### src/design/hdu_pkg.sv
`default_nettype none
package hdu_pkg;

    localparam int unsigned TICK_W = 9;
    localparam int unsigned CFG_IDX_W = 2;
    localparam int unsigned CFG_DATA_W = 9;
    localparam int unsigned BITS_PER_BYTE = 8;

    localparam logic [TICK_W-1:0] BIT_TICKS_RST = 9'd104;
    localparam logic [TICK_W-1:0] FIRST_TICKS_RST = 9'd156;

    localparam logic [CFG_IDX_W-1:0] CFG_BIT_TICKS = 2'd0;
    localparam logic [CFG_IDX_W-1:0] CFG_FIRST_SAMPLE_TICKS = 2'd1;
    localparam logic [CFG_IDX_W-1:0] CFG_RX_ENABLE = 2'd2;

    typedef enum logic [1:0] {
        MODE_IDLE    = 2'd0,
        MODE_RX      = 2'd1,
        MODE_TX      = 2'd2,
        MODE_TX_STOP = 2'd3
    } t_mode;

    typedef struct packed {
        logic       rx_line;
        logic       send_valid;
        logic [7:0] send_byte;
        logic       take_byte;
    } t_in_beat;

    typedef struct packed {
        logic       tx_line;
        logic       send_accepted;
        logic       tx_busy;
        logic       rx_busy;
        logic       byte_ready;
        logic [7:0] rx_byte;
    } t_out_beat;

endpackage
`default_nettype wire

### src/design/half_duplex_uart.sv
// Channel   Direction  Handshake                  Payload
// in        input      i_in_valid / o_in_ready    i_in  (t_in_beat, one tick)
// out       output     o_out_valid / i_out_ready  o_out (t_out_beat, one per tick)
// cfg       input      i_cfg_we                   i_cfg_idx, i_cfg_data
//
// Each tick passes an input register and then the UART state update, which
// loads the result register.
// The rate is set by the single state update stage, which takes one tick
// per cycle when the result register is free or is being emptied.
// Reset is synchronous and active low; it sets the line high and resets the state, config and valid flags.
// A stalled result holds both stages; the next tick waits in the input register.
`default_nettype none
module half_duplex_uart (
    input  wire logic                          i_clk,
    input  wire logic                          i_rst_n,
    input  wire logic                          i_in_valid,
    output logic                               o_in_ready,
    input  wire hdu_pkg::t_in_beat             i_in,
    output logic                               o_out_valid,
    input  wire logic                          i_out_ready,
    output hdu_pkg::t_out_beat                 o_out,
    input  wire logic                          i_cfg_we,
    input  wire logic [hdu_pkg::CFG_IDX_W-1:0] i_cfg_idx,
    input  wire logic [hdu_pkg::CFG_DATA_W-1:0] i_cfg_data
);
    import hdu_pkg::*;

    logic              r_in_valid;
    t_in_beat          r_in;
    logic              r_out_valid;
    t_out_beat         r_out;

    logic [TICK_W-1:0] r_bit_ticks;
    logic [TICK_W-1:0] r_first_ticks;
    logic              r_rx_enable;

    t_mode             r_mode, n_mode;
    logic [TICK_W-1:0] r_tick_count, n_tick_count;
    logic              r_first_interval, n_first_interval;
    logic [7:0]        r_tx_shift, n_tx_shift;
    logic [3:0]        r_tx_bits_sent, n_tx_bits_sent;
    logic [7:0]        r_rx_shift, n_rx_shift;
    logic [3:0]        r_rx_bits_taken, n_rx_bits_taken;
    logic [7:0]        r_held_byte, n_held_byte;
    logic              r_held_valid, n_held_valid;
    logic              r_line_out, n_line_out;
    logic              r_prev_rx, n_prev_rx;
    logic              n_accepted;

    logic              advance;
    logic              fire;
    logic              edge_seen;
    logic [TICK_W-1:0] tick_inc;
    logic [TICK_W-1:0] interval;
    logic              interval_done;

    assign advance     = !r_out_valid || i_out_ready;
    assign fire        = r_in_valid && advance;
    assign o_in_ready  = !r_in_valid || advance;
    assign o_out_valid = r_out_valid;
    assign o_out       = r_out;

    assign edge_seen     = r_prev_rx && !r_in.rx_line;
    assign tick_inc      = r_tick_count + TICK_W'(1);
    assign interval      = (r_mode == MODE_RX && r_first_interval) ? r_first_ticks
                                                                   : r_bit_ticks;
    assign interval_done = tick_inc >= interval;

    always_comb begin
        n_mode           = r_mode;
        n_tick_count     = r_tick_count;
        n_first_interval = r_first_interval;
        n_tx_shift       = r_tx_shift;
        n_tx_bits_sent   = r_tx_bits_sent;
        n_rx_shift       = r_rx_shift;
        n_rx_bits_taken  = r_rx_bits_taken;
        n_held_byte      = r_held_byte;
        n_held_valid     = r_held_valid && !r_in.take_byte;
        n_line_out       = r_line_out;
        n_prev_rx        = r_in.rx_line;
        n_accepted       = 1'b0;

        case (r_mode)
            MODE_IDLE: begin
                if (r_in.send_valid) begin
                    n_accepted     = 1'b1;
                    n_mode         = MODE_TX;
                    n_tx_shift     = r_in.send_byte;
                    n_tx_bits_sent = '0;
                    n_tick_count   = '0;
                    n_line_out     = 1'b0;
                end else if (r_rx_enable && edge_seen) begin
                    n_mode           = MODE_RX;
                    n_tick_count     = '0;
                    n_first_interval = 1'b1;
                    n_rx_bits_taken  = '0;
                    n_held_valid     = 1'b0;
                end
            end
            MODE_TX: begin
                n_tick_count = interval_done ? '0 : tick_inc;
                if (interval_done) begin
                    if (r_tx_bits_sent < 4'(BITS_PER_BYTE)) begin
                        n_line_out     = r_tx_shift[0];
                        n_tx_shift     = r_tx_shift >> 1;
                        n_tx_bits_sent = r_tx_bits_sent + 4'd1;
                    end else begin
                        n_line_out = 1'b1;
                        n_mode     = MODE_TX_STOP;
                    end
                end
            end
            MODE_TX_STOP: begin
                n_tick_count = interval_done ? '0 : tick_inc;
                if (interval_done) begin
                    n_mode = MODE_IDLE;
                end
            end
            MODE_RX: begin
                n_tick_count = interval_done ? '0 : tick_inc;
                if (interval_done) begin
                    n_first_interval = 1'b0;
                    if (r_rx_bits_taken < 4'(BITS_PER_BYTE)) begin
                        n_rx_bits_taken = r_rx_bits_taken + 4'd1;
                        n_rx_shift      = {r_in.rx_line, r_rx_shift[7:1]};
                    end else begin
                        n_held_byte  = r_rx_shift;
                        n_held_valid = 1'b1;
                        n_mode       = MODE_IDLE;
                    end
                end
            end
            default: begin
                n_mode = MODE_IDLE;
            end
        endcase
    end

    always_ff @(posedge i_clk) begin
        if (!i_rst_n) begin
            r_bit_ticks   <= BIT_TICKS_RST;
            r_first_ticks <= FIRST_TICKS_RST;
            r_rx_enable   <= 1'b1;
        end else if (i_cfg_we) begin
            case (i_cfg_idx)
                CFG_BIT_TICKS:          r_bit_ticks   <= i_cfg_data[TICK_W-1:0];
                CFG_FIRST_SAMPLE_TICKS: r_first_ticks <= i_cfg_data[TICK_W-1:0];
                CFG_RX_ENABLE:          r_rx_enable   <= i_cfg_data[0];
                default: begin
                end
            endcase
        end
    end

    always_ff @(posedge i_clk) begin
        if (!i_rst_n) begin
            r_in_valid <= 1'b0;
        end else if (o_in_ready) begin
            r_in_valid <= i_in_valid;
        end
    end

    always_ff @(posedge i_clk) begin
        if (i_in_valid && o_in_ready) begin
            r_in <= i_in;
        end
    end

    always_ff @(posedge i_clk) begin
        if (!i_rst_n) begin
            r_out_valid <= 1'b0;
        end else if (advance) begin
            r_out_valid <= r_in_valid;
        end
    end

    always_ff @(posedge i_clk) begin
        if (fire) begin
            r_out.tx_line       <= n_line_out;
            r_out.send_accepted <= n_accepted;
            r_out.tx_busy       <= (n_mode == MODE_TX) || (n_mode == MODE_TX_STOP);
            r_out.rx_busy       <= n_mode == MODE_RX;
            r_out.byte_ready    <= n_held_valid;
            r_out.rx_byte       <= n_held_byte;
        end
    end

    always_ff @(posedge i_clk) begin
        if (!i_rst_n) begin
            r_mode           <= MODE_IDLE;
            r_tick_count     <= '0;
            r_first_interval <= 1'b0;
            r_tx_shift       <= '0;
            r_tx_bits_sent   <= '0;
            r_rx_shift       <= '0;
            r_rx_bits_taken  <= '0;
            r_held_byte      <= '0;
            r_held_valid     <= 1'b0;
            r_line_out       <= 1'b1;
            r_prev_rx        <= 1'b1;
        end else if (fire) begin
            r_mode           <= n_mode;
            r_tick_count     <= n_tick_count;
            r_first_interval <= n_first_interval;
            r_tx_shift       <= n_tx_shift;
            r_tx_bits_sent   <= n_tx_bits_sent;
            r_rx_shift       <= n_rx_shift;
            r_rx_bits_taken  <= n_rx_bits_taken;
            r_held_byte      <= n_held_byte;
            r_held_valid     <= n_held_valid;
            r_line_out       <= n_line_out;
            r_prev_rx        <= n_prev_rx;
        end
    end

endmodule
`default_nettype wire

### config.mk
export PLATFORM = sky130hd
export DESIGN_NAME = half_duplex_uart
export DESIGN_NICKNAME = d
export VERILOG_FILES = /design/src/design/hdu_pkg.sv /design/src/design/half_duplex_uart.sv
export SDC_FILE = /design/constraint.sdc
export NUM_CORES = 1
export LEC_CHECK = 0
export ABC_AREA = 1
export BUFFER_PORTS_ARGS = -buffer_cell sky130_fd_sc_hd__buf_4
export CAP_MARGIN = 15
export CORE_ASPECT_RATIO = 1.2
export CORE_MARGIN = 2
export CORE_UTILIZATION = 35
export CTS_BUF_LIST = sky130_fd_sc_hd__clkbuf_16
export DETAILED_ROUTE_END_ITERATION = 6
export PLACE_DENSITY = 0.49
export SLEW_MARGIN = 5
export SYNTH_ARGS = -nofsm -noshare
export SYNTH_HDL_FRONTEND = slang
export SYNTH_SLANG_ARGS = --single-unit
### constraint.sdc
create_clock -name i_clk -period 3.6 [get_ports i_clk]
set_input_delay 0.36 -clock i_clk [delete_from_list [all_inputs] [get_ports i_clk]]
set_output_delay 0.36 -clock i_clk [all_outputs]
set_load 0.01 [all_outputs]
# Yosys cells after proc, flatten, opt, wreduce, memory -nomap -nowiden
# Index checks and enable logic that the tools add are counted.
# op_classes
eq_ne	16
magnitude_cmp	3
n_reduce_logical	26
n_mux	43
n_addsub	3
# op_table
operator	count
$mux 8	6
$mux 9	4
$mux 4	7
$pmux 9 s2	1
$pmux 4 s2	2
$pmux 8 s2	1
$mux 2	7
$ne 2x2->1 const B	6
$mux 1	11
$eq 2x2->1 const B	5
$reduce_and 5->1	2
$add 9x1->9 const B	1
$ge 9x9->1	1
$add 4x1->4 const B	2
$lt 4x4->1 const B	2
$pmux 2 s4	1
$reduce_and 2->1	4
$eq 2x1->1 const B	3
$logic_and 1x1->1	6
$pmux 1 s2	3
$reduce_and 6->1	1
$logic_not 1->1	4
$logic_not 2->1	2
$reduce_and 4->1	1
other kinds (5)	8
# word_totals
regBits	92
out_inout_bits	15
word_cells	117

# Longest topological paths before layout
# depth
depth_word	8
mapped_depth	17
ltp_nobuf	17

# Worst setup path before layout
# Ideal clock, no wire load.
# synth_timing
kind	reg2reg
start	register r_mode[1]
end	register r_out, in the netlist o_out[9], data pin
required_time_ns	3.338
slack_ns	1.037
setup_ns	0.262
n_path_buf	1
t_arrival_ns	2.301
period_less_slack_ns	2.563
path_stages_with_launch	16
cell_sequence	dfxtp_1 -> inv_1 -> nand2_2 -> inv_1 -> nand2_2 -> mux2_2 -> ha_1 -> inv_1 -> nand2_1 -> nand3_1 -> nand3_2 -> buf_2 -> nand2_1 -> nand3_1 -> nand2_1 -> nor2_1
# synth_between
elab_chain_len	7
elab_cells_between_ends	16
cone_classes	order compare: 1; eq/ne: 4; mux: 9; reduce/logical: 2
# synth_lines
element	line_no	rtl
start, declared	half_duplex_uart.sv:37	t_mode r_mode, n_mode;
start signal, assigned	half_duplex_uart.sv:202	r_mode <= n_mode;
$eq 2x1->1	half_duplex_uart.sv:65, half_duplex_uart.sv:83	
$logic_and 1x1->1	half_duplex_uart.sv:65	assign interval = (r_mode == MODE_RX && r_first_interval) ? r_first_ticks
$mux 9	half_duplex_uart.sv:65	
$ge 9x9->1	half_duplex_uart.sv:67	assign interval_done = tick_inc >= interval;
$mux 2, on equally long branches	half_duplex_uart.sv:121, half_duplex_uart.sv:102, half_duplex_uart.sv:115	
$pmux 2 s4 (*)	half_duplex_uart.sv:83	case (r_mode)
$eq 2x1->1 (*)	half_duplex_uart.sv:182	r_out.rx_busy <= n_mode == MODE_RX;
end, declared	half_duplex_uart.sv:31	t_out_beat r_out;
# Every way passes the cells marked *; elsewhere a longest branch is shown, timed or not.
# A chain may end at the register's enable or synchronous reset.

# Worst setup path after layout
# layout_timing
start	register r_mode[1]
end	register r_rx_shift[7]
# layout_between
elab_chain_len	5
# layout_lines
element	line_no	rtl
$eq 2x1->1 (*)	half_duplex_uart.sv:65, half_duplex_uart.sv:83	
$logic_and 1x1->1	half_duplex_uart.sv:65	
$mux 9	half_duplex_uart.sv:65	
$ge 9x9->1	half_duplex_uart.sv:67	
$reduce_and 4->1 (no line) (*)	--	
end signal, assigned	half_duplex_uart.sv:207	r_rx_shift <= n_rx_shift;
end, declared	half_duplex_uart.sv:42	logic [7:0] r_rx_shift, n_rx_shift;
# Marked as above.

==> impl_summary.md <==
Run status
The flow ran to the end, and the final reports show no timing, DRC or antenna violations.

Timing
The pin slew with the least headroom to its limit is between 0.7 and 0.8 ns. Setup repair after global routing left no endpoint under its margin. The number of failing hold endpoints at the final stage was 0. Based on the critical path, the design can be clocked at up to between 0.3 and 0.4 GHz.

Of the available clock period, the critical path in the final layout requires 0.841. Headroom to the max-slew limit came out at 0.518. The final number of max-transition violations is 0.

For the final database, setup skew stands at roughly 0.0066 ns. The routed design could run at a clock period as short as approximately 3.0 ns. Setup violations remaining at the end of the flow were counted as 0. After routing, the total negative slack on setup checks comes to 0 ns.

Floorplan
The horizontal die dimension is slightly above 100 um. For this configuration, the core starts out at a cell density of 0.358. The number of cell rows is between 40 and 50.

The vertical die dimension is between 100 and 150 um. The core region is about 0.012 mm^2. The area of the die is 0.0127 mm^2. During I/O placement, the number of pins put on the boundary was 42.

Clocking
The total clock sinks is 92. The CTS tree is yes. In this run, CTS created clock tree buffers numbering 9.

The longest clock path from root to sink contains 2 buffers. The H-tree was split into 3 levels. The hold buffer count at cts is 0. The clock-pin slew of the registers on the worst-case setup and hold paths is roughly 0.070 ns. At the later pin of the worst-skew pair, clock insertion delay measures around 0.34 ns. Post-CTS repair changed the size of 0 cells. The post-CTS setup buffer count is 0. Clock tree synthesis selected as its root buffer the cell sky130_fd_sc_hd__clkbuf_16.

Global routing
The overall routing resource usage is 0.148. The number of antenna violations at the first check in global routing is 0. The first global-routing pass estimated approximately 15 mm of wire. The largest net degree at the start of global routing is 38.

The leftover overflow at the end of global routing is 0. The number of global-route vias before repair is between 3000 and 4000.

Pwr
IR analysis of the VDD net gives a maximum drop of 265 uV. The power per standard cell area is about 470 mW/mm^2. The leakage power is roughly 2.2 nW.

Worst setup path
Of all nets on the critical path, the largest fanout is 13. The type of element launching the critical path is a flip-flop. STA classifies the critical path endpoint as a flip-flop. The data arrival at the endpoint of the critical path is approximately 3.3 ns. The kind of critical path is flip-flop to flip-flop. For this design, the slowest cell found on the critical path is sky130_fd_sc_hd__dfxtp_1.

The reg2reg setup slack is 0.57 ns. The worst path buffer plus inverter count is 4. STA puts the critical path data required time at 3.87 ns.

Walking the worst path, the cells encountered are inv_1 > nand2_2 > inv_1 > nand2_2 > mux2i_1 > ha_1 > nand2_1 > inv_1 > a21oi_2 > nand3_2 > buf_4 > nand2_1 > nand2_1 > a21oi_1. Grouping stages by cell kind, the critical path spends the most delay in simple AND/OR/NAND/NOR gates. The largest single stage delay on the critical path is about 0.40 ns.

Logic synthesis
The number of standard cells after synthesis is ~500. Yosys mapped a number of flops with a built-in enable equal to 24. The synthesis-stage register bit count is approximately 90. After synthesis, the mean cell area works out to 8.14 um^2. The sequential element share of the synthesized area is 0.506. For this run, the leading register cell type out of synthesis is sky130_fd_sc_hd__dfxtp_1.

When the netlist entered floorplanning its net count stood at between 500 and 600. The synthesis warning total is 0. The async set-or-reset flop fraction in the synthesized netlist is 0.

The number of library cell types mapped by synthesis is 35. Summing every instance area after synthesis gives 0.00412 mm^2.

Drt
In the final routed layout, each cell accounts on average for 12.2 um. The number of detailed-route iterations in the first pass is 5. The routed via count is approximately 3300. The count of nets left with antenna violations once routing finished came out at 0. The initial DRC count is roughly 110.

The routed design has just under 9 mm of wire. In the routed design, unresolved DRC markers number 0. The per-cell via count in the routed design is about 4.7.

Cells and area
The multi-input combinational cells in the finished layout cover a total of 0.00179 mm^2. At the end of the flow, the number of nets in the layout was 587. The final non-filler cell total is slightly above 700. The post-route cell area is about 0.005 mm^2. In the layout the commonest cells are sky130_fd_sc_hd__nand2_1, sky130_fd_sc_hd__dfxtp_1, sky130_fd_sc_hd__nor2_1, sky130_fd_sc_hd__buf_4, sky130_fd_sc_hd__inv_1. The filler cells instantiated in the layout total ~1200. 0 antenna diodes ended up in the layout. The final core utilization is 0.425. In the final layout, the share of cells above drive strength 1 is 0.150. Compared with the post-synthesis result, the final layout area differs by 18.9%. Leaving out fill and tap cells, the most frequent cell in the layout is sky130_fd_sc_hd__nand2_1. The area taken by flip-flops and latches is around 0.0021 mm^2.

Placed design
Detailed placement finished with a half-perimeter wire length of roughly 6.0 mm. Including well taps, the total number of placed cells is 694. The cell area after placement is about 0.0046 mm^2.

The count of buffers added on input and output ports is 41. The last weighted congestion value of the routability-driven placer is between 0.8 and 0.9.

Hold path
The min-delay analysis places its worst path in the category primary input to flip-flop.

Flow run
The tool flagged a number of max-cap violations equal to 0.
## worst reg2reg max path: stages, from the launching register on
cell and delay (ns):
sky130_fd_sc_hd__dfxtp_1 0.40, sky130_fd_sc_hd__inv_1 0.13, sky130_fd_sc_hd__nand2_2 0.18, sky130_fd_sc_hd__inv_1 0.11, sky130_fd_sc_hd__nand2_2 0.25, sky130_fd_sc_hd__mux2i_1 0.27, sky130_fd_sc_hd__ha_1 0.27, sky130_fd_sc_hd__nand2_1 0.09
sky130_fd_sc_hd__inv_1 0.05, sky130_fd_sc_hd__a21oi_2 0.18, sky130_fd_sc_hd__nand3_2 0.29, sky130_fd_sc_hd__buf_4 0.29, sky130_fd_sc_hd__nand2_1 0.22, sky130_fd_sc_hd__nand2_1 0.09, sky130_fd_sc_hd__a21oi_1 0.13
## registers in the layout, summed over array words and instances (netlist names), 2 cells and up
signal and flops:
o_out 13, r_bit_ticks 9, r_first_ticks 9, r_held_byte 8
r_in 10, r_mode 2, r_rx_bits_taken 4, r_rx_shift 8
r_tick_count 9, r_tx_bits_sent 4, r_tx_shift 8
## layer usage
metal,vias to the layer above,track usage,share of wire
met5,-,0,0
met4,0,0.0650,0.020
met3,13,0.0233,0.024
met2,39,0.247,0.49
met1,1548,0.188,0.47
li1,1749,-,-
## power breakdown
group / internal [W] / switching (W) / leakage [nW]
clock: 0.000543 / 0.000413 / 0.145
sequential: 0.00111 / 0.0000228 / 0.785
combinational: 0.0000797 / 0.000128 / 1.30
total: 0.00173 / 0.000564 / 2.23
## layout make-up
class | instances | share of cell area
sequential | 92 | 0.425
multi-input combinational | 352 | 0.366
timing repair buffer | 46 | 0.0706
clock buffer | 9 | 0.0460
tap | 157 | 0.0401
inverter | 47 | 0.0363
clock inverter | 7 | 0.0158
## cell families after synthesis
| family | after synthesis | share of synthesized area |
|---|---|---|
| adder cells (fa/ha/maj) | 12 | 0.0365 |
| AND/OR/NAND/NOR | 250 | 0.266 |
| AO/OA/AOI/OAI | 73 | 0.0936 |
| multiplexers | 9 | 0.0222 |
| buffers and inverters | 62 | 0.0596 |
| XOR/XNOR | 8 | 0.0170 |
| flip-flops | 92 | 0.506 |
## synth_stat cells, types with 2 or more instances
library cell               number  share of area
sky130_fd_sc_hd__a21oi_1       35          0.043
sky130_fd_sc_hd__buf_1          4         0.0036
sky130_fd_sc_hd__buf_2          3         0.0036
sky130_fd_sc_hd__clkbuf_1       7         0.0064
sky130_fd_sc_hd__dfxtp_1       68           0.33
sky130_fd_sc_hd__edfxtp_1      24           0.18
sky130_fd_sc_hd__ha_1          12          0.036
sky130_fd_sc_hd__inv_1         43          0.039
sky130_fd_sc_hd__inv_2          3         0.0027
sky130_fd_sc_hd__mux2i_1        8          0.019
sky130_fd_sc_hd__nand2_1      123           0.11
sky130_fd_sc_hd__nand2_2        4         0.0061
sky130_fd_sc_hd__nand3_1       35          0.043
sky130_fd_sc_hd__nand4_1        8          0.012
sky130_fd_sc_hd__nor2_1        66          0.060
sky130_fd_sc_hd__nor2_2         2         0.0030
sky130_fd_sc_hd__nor2_4         4          0.011
sky130_fd_sc_hd__nor3_1         2         0.0024
sky130_fd_sc_hd__nor3_4         2         0.0079
sky130_fd_sc_hd__o211ai_1       2         0.0036
sky130_fd_sc_hd__o21ai_0       19          0.023
sky130_fd_sc_hd__o21ai_1       13          0.016
sky130_fd_sc_hd__xor2_1         7          0.015
## through the flow
step | power [W] | hold WS, ns | setup WS, ns
6_report | 0.00230 | 0.189 | 0.572
4_1_cts | 0.00233 | 0.179 | 0.546
2_1_floorplan | 0.00129 | 0.428 | 1.04
5_1_grt | 0.00240 | 0.177 | 0.254
3_3_place_gp | 0.00137 | 0.442 | 0.636
3_5_place_dp | 0.00137 | 0.443 | 0.571
## worst paths after layout
check	depth (start not counted)	end	from
setup / recovery	14	r_rx_shift[7]	r_mode[1]
hold / removal	1	r_in[2]	i_in[2]
setup reg to reg	14	r_rx_shift[7]	r_mode[1]
hold reg to reg	2	r_first_ticks[4]	r_first_ticks[4]
No activity file was read; power rests on OpenSTA's default activity.
